[config.mk]
export PLATFORM = sky130hd
export DESIGN_NAME = bump_map_light_shader_core
export DESIGN_NICKNAME = d
export VERILOG_FILES = /design/src/rtl/bmls_pkg.sv /design/src/rtl/bmls_ctrl.sv /design/src/rtl/bmls_dp.sv /design/src/rtl/bump_map_light_shader_core.sv
export SDC_FILE = /design/constraint.sdc
export NUM_CORES = 2
export LEC_CHECK = 0
export ABC_CLOCK_PERIOD_IN_PS = 23400
export BUFFER_PORTS_ARGS = -buffer_cell sky130_fd_sc_hd__buf_2
export CORE_UTILIZATION = 59
export CTS_CLUSTER_SIZE = 12
export DETAILED_ROUTE_END_ITERATION = 6
export HOLD_SLACK_MARGIN = 0.12
export PLACE_DENSITY = 0.77
export SLEW_MARGIN = 0
export SYNTH_ARGS = -nofsm -noshare
export SYNTH_HDL_FRONTEND = slang
export SYNTH_SLANG_ARGS = --single-unit
[constraint.sdc]
create_clock -name clk -period 23.4 [get_ports clk]
set_input_delay 1.17 -clock clk [delete_from_list [all_inputs] [get_ports clk]]
set_output_delay 1.17 -clock clk [all_outputs]
set_load 0.02 [all_outputs]
[src/rtl/bmls_pkg.sv]
// shared types and constants of the bump map light shader
`default_nettype none
package bmls_pkg;

    // width of the light distance terms dx and dy
    localparam int D_W = 10;
    // width of one height difference
    localparam int H_W = 9;
    // signed width of the dot sum, covers every light height in range
    localparam int DOT_W = 21;
    // unsigned width of the squared distance sum
    localparam int DIST_W = 20;

    typedef enum logic [2:0] {
        MUL_NONE,
        MUL_XX,
        MUL_YY,
        MUL_XH,
        MUL_YH,
        MUL_DR
    } mul_op_t;

    typedef enum logic [1:0] {
        ACC_NONE,
        ACC_DIST,
        ACC_DOT
    } acc_op_t;

    typedef struct packed {
        logic    load;
        mul_op_t mul_op;
        acc_op_t acc_op;
        logic    check;
        logic    div_init;
        logic    div_step;
        logic    out_load;
    } cmd_t;

    typedef struct packed {
        logic dot_pos;
        logic div_last;
        logic out_free;
    } status_t;

endpackage
`default_nettype wire

[src/rtl/bmls_ctrl.sv]
// sequencer of the shader: issues multiplies, divider steps and the output load
`default_nettype none
module bmls_ctrl (
    input  wire logic             clk,
    input  wire logic             rst_n,
    input  wire logic             in_valid,
    output logic                  in_ready,
    input  bmls_pkg::status_t     status,
    output bmls_pkg::cmd_t        cmd
);
    import bmls_pkg::*;

    typedef enum logic [3:0] {
        S_IDLE,
        S_M_XX,
        S_M_YY,
        S_M_XH,
        S_M_YH,
        S_ACC,
        S_CHECK,
        S_DIV,
        S_M_DR,
        S_SAT
    } state_t;

    state_t state_reg;
    state_t state_next;

    always_comb
    begin
        state_next   = state_reg;
        cmd          = '0;
        cmd.mul_op   = MUL_NONE;
        cmd.acc_op   = ACC_NONE;
        in_ready     = 1'b0;
        unique case (state_reg)
            S_IDLE:
            begin
                in_ready = 1'b1;
                if (in_valid)
                begin
                    cmd.load   = 1'b1;
                    state_next = S_M_XX;
                end
            end
            S_M_XX:
            begin
                cmd.mul_op = MUL_XX;
                state_next = S_M_YY;
            end
            S_M_YY:
            begin
                cmd.mul_op = MUL_YY;
                cmd.acc_op = ACC_DIST;
                state_next = S_M_XH;
            end
            S_M_XH:
            begin
                cmd.mul_op = MUL_XH;
                cmd.acc_op = ACC_DIST;
                state_next = S_M_YH;
            end
            S_M_YH:
            begin
                cmd.mul_op = MUL_YH;
                cmd.acc_op = ACC_DOT;
                state_next = S_ACC;
            end
            S_ACC:
            begin
                cmd.acc_op = ACC_DOT;
                state_next = S_CHECK;
            end
            S_CHECK:
            begin
                cmd.check    = 1'b1;
                cmd.div_init = 1'b1;
                // a dark pixel skips the reciprocal entirely
                state_next   = status.dot_pos ? S_DIV : S_SAT;
            end
            S_DIV:
            begin
                cmd.div_step = 1'b1;
                if (status.div_last)
                begin
                    state_next = S_M_DR;
                end
            end
            S_M_DR:
            begin
                cmd.mul_op = MUL_DR;
                state_next = S_SAT;
            end
            S_SAT:
            begin
                if (status.out_free)
                begin
                    cmd.out_load = 1'b1;
                    state_next   = S_IDLE;
                end
            end
            default:
            begin
                state_next = S_IDLE;
            end
        endcase
    end

    always_ff @(posedge clk or negedge rst_n)
    begin
        if (!rst_n)
        begin
            state_reg <= S_IDLE;
        end
        else
        begin
            state_reg <= state_next;
        end
    end

endmodule
`default_nettype wire

[src/rtl/bmls_dp.sv]
// datapath: pixel counters, shared multiplier, serial reciprocal divider, output register
`default_nettype none
module bmls_dp #(
    parameter int MAP_WIDTH        = 128,
    parameter int MAP_HEIGHT       = 128,
    parameter int LIGHT_HEIGHT_LOG = 6,
    parameter int RECIP_FRAC       = 16
) (
    input  wire logic              clk,
    input  wire logic              rst_n,
    input  bmls_pkg::cmd_t         cmd,
    output bmls_pkg::status_t      status,
    input  wire logic signed [8:0] light_x,
    input  wire logic signed [8:0] light_y,
    input  wire logic signed [7:0] height_here,
    input  wire logic signed [7:0] height_right,
    input  wire logic signed [7:0] height_below,
    output logic             [7:0] brightness,
    output logic                   frame_end,
    output logic                   out_valid,
    input  wire logic              out_ready
);
    import bmls_pkg::*;

    localparam int COL_W  = (MAP_WIDTH  > 1) ? $clog2(MAP_WIDTH)  : 1;
    localparam int ROW_W  = (MAP_HEIGHT > 1) ? $clog2(MAP_HEIGHT) : 1;
    localparam int B_W    = RECIP_FRAC + 2;
    localparam int P_W    = DOT_W + B_W;
    localparam int Q_W    = RECIP_FRAC + 1;
    localparam int DV_W   = DIST_W - LIGHT_HEIGHT_LOG;
    localparam int CNT_W  = $clog2(RECIP_FRAC + 1);

    logic [COL_W-1:0]        col_reg;
    logic [ROW_W-1:0]        row_reg;
    logic signed [D_W-1:0]   dx_reg;
    logic signed [D_W-1:0]   dy_reg;
    logic signed [H_W-1:0]   dh_reg;
    logic signed [H_W-1:0]   dv_reg;
    logic                    last_reg;
    logic signed [DOT_W-1:0] dot_reg;
    logic [DIST_W-1:0]       dist_reg;
    logic signed [P_W-1:0]   prod_reg;
    logic                    pos_reg;
    logic [DV_W-1:0]         div_reg;
    logic [DV_W-1:0]         rem_reg;
    logic [Q_W-1:0]          quo_reg;
    logic [CNT_W-1:0]        cnt_reg;
    logic                    out_valid_reg;
    logic [7:0]              bright_reg;
    logic                    frame_end_reg;

    logic                    last_col;
    logic                    last_row;
    logic signed [D_W-1:0]   dx_next;
    logic signed [D_W-1:0]   dy_next;
    logic signed [DOT_W-1:0] mul_a;
    logic signed [B_W-1:0]   mul_b;
    logic signed [P_W-1:0]   prod_next;
    logic [DV_W:0]           trial;
    logic                    q_bit;
    logic [P_W-RECIP_FRAC-1:0] scaled;
    logic [7:0]              bright_next;

    assign last_col = (col_reg == COL_W'(MAP_WIDTH - 1));
    assign last_row = (row_reg == ROW_W'(MAP_HEIGHT - 1));
    assign dx_next  = D_W'(light_x) - D_W'(col_reg);
    assign dy_next  = D_W'(light_y) - D_W'(row_reg);

    // operand selection for the single shared multiplier
    always_comb
    begin
        mul_a = '0;
        mul_b = '0;
        case (cmd.mul_op)
            MUL_XX:
            begin
                mul_a = DOT_W'(dx_reg);
                mul_b = B_W'(dx_reg);
            end
            MUL_YY:
            begin
                mul_a = DOT_W'(dy_reg);
                mul_b = B_W'(dy_reg);
            end
            MUL_XH:
            begin
                mul_a = DOT_W'(dx_reg);
                mul_b = B_W'(dh_reg);
            end
            MUL_YH:
            begin
                mul_a = DOT_W'(dy_reg);
                mul_b = B_W'(dv_reg);
            end
            MUL_DR:
            begin
                mul_a = dot_reg;
                mul_b = signed'(B_W'(quo_reg));
            end
            default:
            begin
                mul_a = '0;
                mul_b = '0;
            end
        endcase
    end

    assign prod_next = P_W'(mul_a) * P_W'(mul_b);

    // restoring step, the dividend is a single one bit ahead of zeros
    assign trial = {rem_reg, (cnt_reg == '0)};
    assign q_bit = (trial >= {1'b0, div_reg});

    assign scaled      = prod_reg[P_W-1:RECIP_FRAC];
    assign bright_next = !pos_reg ? 8'd0 :
                         (|scaled[P_W-RECIP_FRAC-1:8]) ? 8'd255 : scaled[7:0];

    always_ff @(posedge clk or negedge rst_n)
    begin
        if (!rst_n)
        begin
            col_reg       <= '0;
            row_reg       <= '0;
            out_valid_reg <= 1'b0;
        end
        else
        begin
            if (cmd.load)
            begin
                if (last_col)
                begin
                    col_reg <= '0;
                    row_reg <= last_row ? '0 : row_reg + ROW_W'(1);
                end
                else
                begin
                    col_reg <= col_reg + COL_W'(1);
                end
            end
            if (cmd.out_load)
            begin
                out_valid_reg <= 1'b1;
            end
            else if (out_ready)
            begin
                out_valid_reg <= 1'b0;
            end
        end
    end

    always_ff @(posedge clk)
    begin
        if (cmd.load)
        begin
            dx_reg   <= dx_next;
            dy_reg   <= dy_next;
            dh_reg   <= H_W'(height_here) - H_W'(height_right);
            dv_reg   <= H_W'(height_here) - H_W'(height_below);
            last_reg <= last_col && last_row;
            dot_reg  <= DOT_W'(1) <<< (LIGHT_HEIGHT_LOG + 8);
            dist_reg <= DIST_W'(1) << (2 * LIGHT_HEIGHT_LOG);
        end
        else
        begin
            case (cmd.acc_op)
                ACC_DIST: dist_reg <= dist_reg + prod_reg[DIST_W-1:0];
                ACC_DOT:  dot_reg  <= dot_reg + prod_reg[DOT_W-1:0];
                default:  ;
            endcase
        end
        if (cmd.mul_op != MUL_NONE)
        begin
            prod_reg <= prod_next;
        end
        if (cmd.check)
        begin
            pos_reg <= (dot_reg > 0);
        end
        if (cmd.div_init)
        begin
            div_reg <= DV_W'(dist_reg >> LIGHT_HEIGHT_LOG);
            rem_reg <= '0;
            quo_reg <= '0;
            cnt_reg <= '0;
        end
        else if (cmd.div_step)
        begin
            rem_reg <= q_bit ? DV_W'(trial - {1'b0, div_reg}) : trial[DV_W-1:0];
            quo_reg <= {quo_reg[Q_W-2:0], q_bit};
            cnt_reg <= cnt_reg + CNT_W'(1);
        end
        if (cmd.out_load)
        begin
            bright_reg    <= bright_next;
            frame_end_reg <= last_reg;
        end
    end

    assign status.dot_pos  = (dot_reg > 0);
    assign status.div_last = (cnt_reg == CNT_W'(RECIP_FRAC));
    assign status.out_free = !out_valid_reg || out_ready;

    assign out_valid  = out_valid_reg;
    assign brightness = bright_reg;
    assign frame_end  = frame_end_reg;

endmodule
`default_nettype wire

[src/rtl/bump_map_light_shader_core.sv]
// top level of the bump map light shader with its register port
`default_nettype none
// Shades a height map streamed in raster order under a point light. Each input
// item carries a pixel height and its right and lower neighbour heights; one
// brightness item comes out per pixel, with frame_end set on the last pixel.
// One item is worked at a time: five products (four for a dark pixel) go
// through a single shared multiplier and the reciprocal of the distance term
// comes from a restoring divider taking one quotient bit per cycle. The
// finished result sits in an output register and the sequencer goes back to
// its idle state, where it takes the next item, once that register is
// loaded; a result still waiting when the next one is finished holds the
// sequencer. Registers: light_x at byte address 0, light_y at 4, both 9-bit
// signed, reset 64.
module bump_map_light_shader_core #(
    parameter int MAP_WIDTH        = 128,
    parameter int MAP_HEIGHT       = 128,
    parameter int LIGHT_HEIGHT_LOG = 6,
    parameter int RECIP_FRAC       = 16
) (
    input  wire logic        clk,
    input  wire logic        rst_n,
    input  wire logic        psel,
    input  wire logic        penable,
    input  wire logic        pwrite,
    input  wire logic [2:0]  paddr,
    input  wire logic [31:0] pwdata,
    output logic      [31:0] prdata,
    output logic             pready,
    input  wire logic        in_valid,
    output logic             in_ready,
    input  wire logic [7:0]  height_here,
    input  wire logic [7:0]  height_right,
    input  wire logic [7:0]  height_below,
    output logic             out_valid,
    input  wire logic        out_ready,
    output logic      [7:0]  brightness,
    output logic             frame_end
);
    import bmls_pkg::*;

    localparam logic REG_LIGHT_X = 1'b0;
    localparam logic REG_LIGHT_Y = 1'b1;

    logic signed [8:0] light_x_reg;
    logic signed [8:0] light_y_reg;
    logic              wr_en;
    cmd_t              cmd;
    status_t           status;

    assign pready = 1'b1;
    assign wr_en  = psel && penable && pwrite;

    always_ff @(posedge clk or negedge rst_n)
    begin
        if (!rst_n)
        begin
            light_x_reg <= 9'sd64;
            light_y_reg <= 9'sd64;
        end
        else if (wr_en)
        begin
            unique case (paddr[2])
                REG_LIGHT_X: light_x_reg <= signed'(pwdata[8:0]);
                REG_LIGHT_Y: light_y_reg <= signed'(pwdata[8:0]);
                default:     ;
            endcase
        end
    end

    always_comb
    begin
        unique case (paddr[2])
            REG_LIGHT_X: prdata = {{23{light_x_reg[8]}}, light_x_reg};
            REG_LIGHT_Y: prdata = {{23{light_y_reg[8]}}, light_y_reg};
            default:     prdata = '0;
        endcase
    end

    bmls_ctrl u_ctrl (
        .clk      (clk),
        .rst_n    (rst_n),
        .in_valid (in_valid),
        .in_ready (in_ready),
        .status   (status),
        .cmd      (cmd)
    );

    bmls_dp #(
        .MAP_WIDTH        (MAP_WIDTH),
        .MAP_HEIGHT       (MAP_HEIGHT),
        .LIGHT_HEIGHT_LOG (LIGHT_HEIGHT_LOG),
        .RECIP_FRAC       (RECIP_FRAC)
    ) u_dp (
        .clk          (clk),
        .rst_n        (rst_n),
        .cmd          (cmd),
        .status       (status),
        .light_x      (light_x_reg),
        .light_y      (light_y_reg),
        .height_here  (signed'(height_here)),
        .height_right (signed'(height_right)),
        .height_below (signed'(height_below)),
        .brightness   (brightness),
        .frame_end    (frame_end),
        .out_valid    (out_valid),
        .out_ready    (out_ready)
    );

endmodule
`default_nettype wire

==> results.toml <==
[timing]
setup_violations = 0
period_share_pct = 43.23
finalCriticalPeriod_ps = 10120
tns_ps = 0
final_max_slew_viol_count = 0
fmax_mhz = 98.85
skew_ps = 14.97
worstMarginPinSlew_ps = 1141
rsz0062_at_grt = "no"
slew_headroom_pct = 23.42
hold_viol = 0

[logic_synthesis]
syn_area_um2 = 25730
ys_top_cells_by_area = "fa_1 30%, edfxtp_1 12%, ha_1 9.0%, inv_1 7.9%, nand2_1 6.7%"
yosysWarnings = 0
synthFlopType = "edfxtp_1"
synth_fp_nets = 3480
yosysSeqAreaShare_pct = 21.50
netlist_instances = 2844
yosys.area.top_type = "fa_1"
async_flop_share_pct = 17.13
synth_cell_types = 76
syn_avg_cell_area_um2 = 9.047
synth_seq_cells = 216
synth_most_common_cell = "inv_1"
synth_common_cells = "543 x inv_1, 456 x nand2_1, 384 x fa_1"
synth_top_area_share_pct = 29.88
synth_edf_count = 102

[floorplan]
top_level_ports = 110
die_y_um = 210.8
die_x_um = 210.8
dieArea_um2 = 44450
start_util_pct = 59.73
num_rows = 76
core_area_um2 = 43080

[critical_path]
critPathKind = "flop to flop"
crit_cells = 24
start_kind = "flop"
r2r_cells = 24
worstPathArrival_ps = 10410
cp.required_ps = 23700
rrSetupSlack_ps = 13280
slowest_delay_ps = 900
crit_fanout = 20
r2r-end = "u_dp.prod_reg[38]"
cpLargestDelayFamily = "adder cells"
slowest_stage = "a22oi_1"
endpoint_kind = "flop"
critPathBufInv = 5
path_cells = "nor2b_1, nand2b_1, a21oi_1, a22oi_1, nand2_1, nand2_1, fa_1, inv_1, fa_1, ha_1, inv_1, fa_1, inv_1, fa_1, inv_1, fa_1, inv_1, ha_1, nand4_1, a211oi_2, nor3_1, or4_1, a31o_2, xnor2_1"
r2r-start = "u_ctrl.state_reg[3]"

[clock_network]
cts_buffers = 26
cts.sink_count = 216
post_cts_resized = 0
clk_pin_slew_ps = 60
cts_hold_buf = 0
cts_setup_buffers = 0
htree_levels = 1
cts_max_path_buffers = 3
clk_latency_ps = 580
cts_tree = "done"
cts_root_buf = "clkbuf_16"

[finish]
drive_above_1_share_pct = 7.044
num-fill-cells = 3486
area_delta_synth_final_pct = 6.604
nets = 3498
largest_reg_flops = 39
regArea_um2 = 5533
multi_input_area_um2 = 17610
stdcell_count = 3467
diodes = 0

[placed_design]
io_buffers = 83
gp_congestion = 0.9455
dpl.hpwl_mm = 49.93
placed_cells = 3419

[min_path]
whs_endpoint = "u_dp.frame_end"
hp-start = "u_dp.last_reg"
min_path_type = "flop to flop"
hold_depth = 0

[run_status]
status = "finished, violations left"
violations = "design-rule violations"

[routing]
drtPass1Iterations = 7
routed-via-count = 19880
finalWirelength_mm = 63.79
wl_per_cell_um = 18.40
via_per_inst = 5.733
drcViolationCount = 2
drt-initial-drc-count = 1741
ant_nets = 0

[global_route]
grt_pass1_vias = 20940
antenna_found_initial = 0
grt_overflow_total = 0
grt_max_degree = 58
grtUsageTotal_pct = 30.40
grt_pass1_wl_mm = 105.9

[job]
max_cap_violations = 0
[worst max path at each step]
stage / slack (ps) / endpoint / from
2_1_floorplan: 15900 / u_dp.prod_reg[37] / u_ctrl.state_reg[0]
3_3_place_gp: 13670 / u_dp.prod_reg[38] / u_ctrl.state_reg[3]
3_5_place_dp: 13450 / u_dp.prod_reg[38] / u_ctrl.state_reg[3]
4_1_cts: 13340 / u_dp.prod_reg[38] / u_ctrl.state_reg[3]
5_1_grt: 12810 / u_dp.prod_reg[38] / u_ctrl.state_reg[3]
6_report: 13280 / u_dp.prod_reg[38] / u_ctrl.state_reg[3]
[routing by layer]
| layer | track usage, % | share of wire [%] | wire length, um |
|---|---|---|---|
| met5 | 1.446 | 0.13 | 85 |
| met4 | 13.89 | 5.0 | 3218 |
| met3 | 5.263 | 8.4 | 5359 |
| met2 | 50.05 | 47 | 29940 |
| met1 | 39.27 | 39 | 25190 |
[cells in the final DEF (no fill, tap or decap), types with 21 or more instances in the layout]
| cell | count |
|---|---|
| clkbuf_16 | 26 |
| nor2b_1 | 21 |
| nand3_1 | 47 |
| buf_2 | 83 |
| edfxtp_1 | 102 |
| fa_1 | 384 |
| buf_4 | 23 |
| dfxtp_1 | 77 |
| ha_1 | 186 |
| xor2_1 | 30 |
| nand2b_1 | 21 |
| o21a_1 | 23 |
| inv_1 | 543 |
| and2_1 | 21 |
| nor2_1 | 201 |
| mux2_2 | 27 |
| xnor2_1 | 73 |
| a21o_1 | 38 |
| nand2_1 | 456 |
| o21ai_0 | 81 |
| dfrtp_1 | 35 |
| a21oi_1 | 121 |
[final cells by class]
class | instances | area share, %
inverters | 546 | 7.472
clock buffers | 40 | 2.819
clock inverters | 8 | 0.5291
repair buffers | 106 | 2.144
flip-flops and latches | 216 | 20.17
multi-input cells | 1966 | 64.20
well taps | 585 | 2.668
[cells by family after synthesis]
kind of cell,after synthesis,synth area share [%]
xor gates and xnor gates,103,3.506
other,1,0.01457
adders and majority gates,570,38.92
and+or+nand+nor,856,14.32
buffers and inverters,662,10.15
muxes,41,1.726
DFF,216,21.50
AOI/OAI and AO/OA,395,9.866
[stage by stage]
| step | util [%] | setup slack (ps) | hold WS (ps) | instance area [um^2] |
|---|---|---|---|---|
| 3_5_place_dp | 61.55 | 13450 | 421.4 | 26510 |
| 4_1_cts | 63.68 | 13340 | 435.8 | 27430 |
| 2_1_floorplan | - | 15900 | 400.3 | 25730 |
| 3_3_place_gp | 61.55 | 13670 | 430.6 | 26510 |
| 5_1_grt | 63.68 | 12810 | 453.1 | 27430 |
| 6_report | 63.68 | 13280 | 438.6 | 27430 |
Power is not shown: default switching activity piles up to over one toggle a cycle in this logic, so the estimate is an artifact.
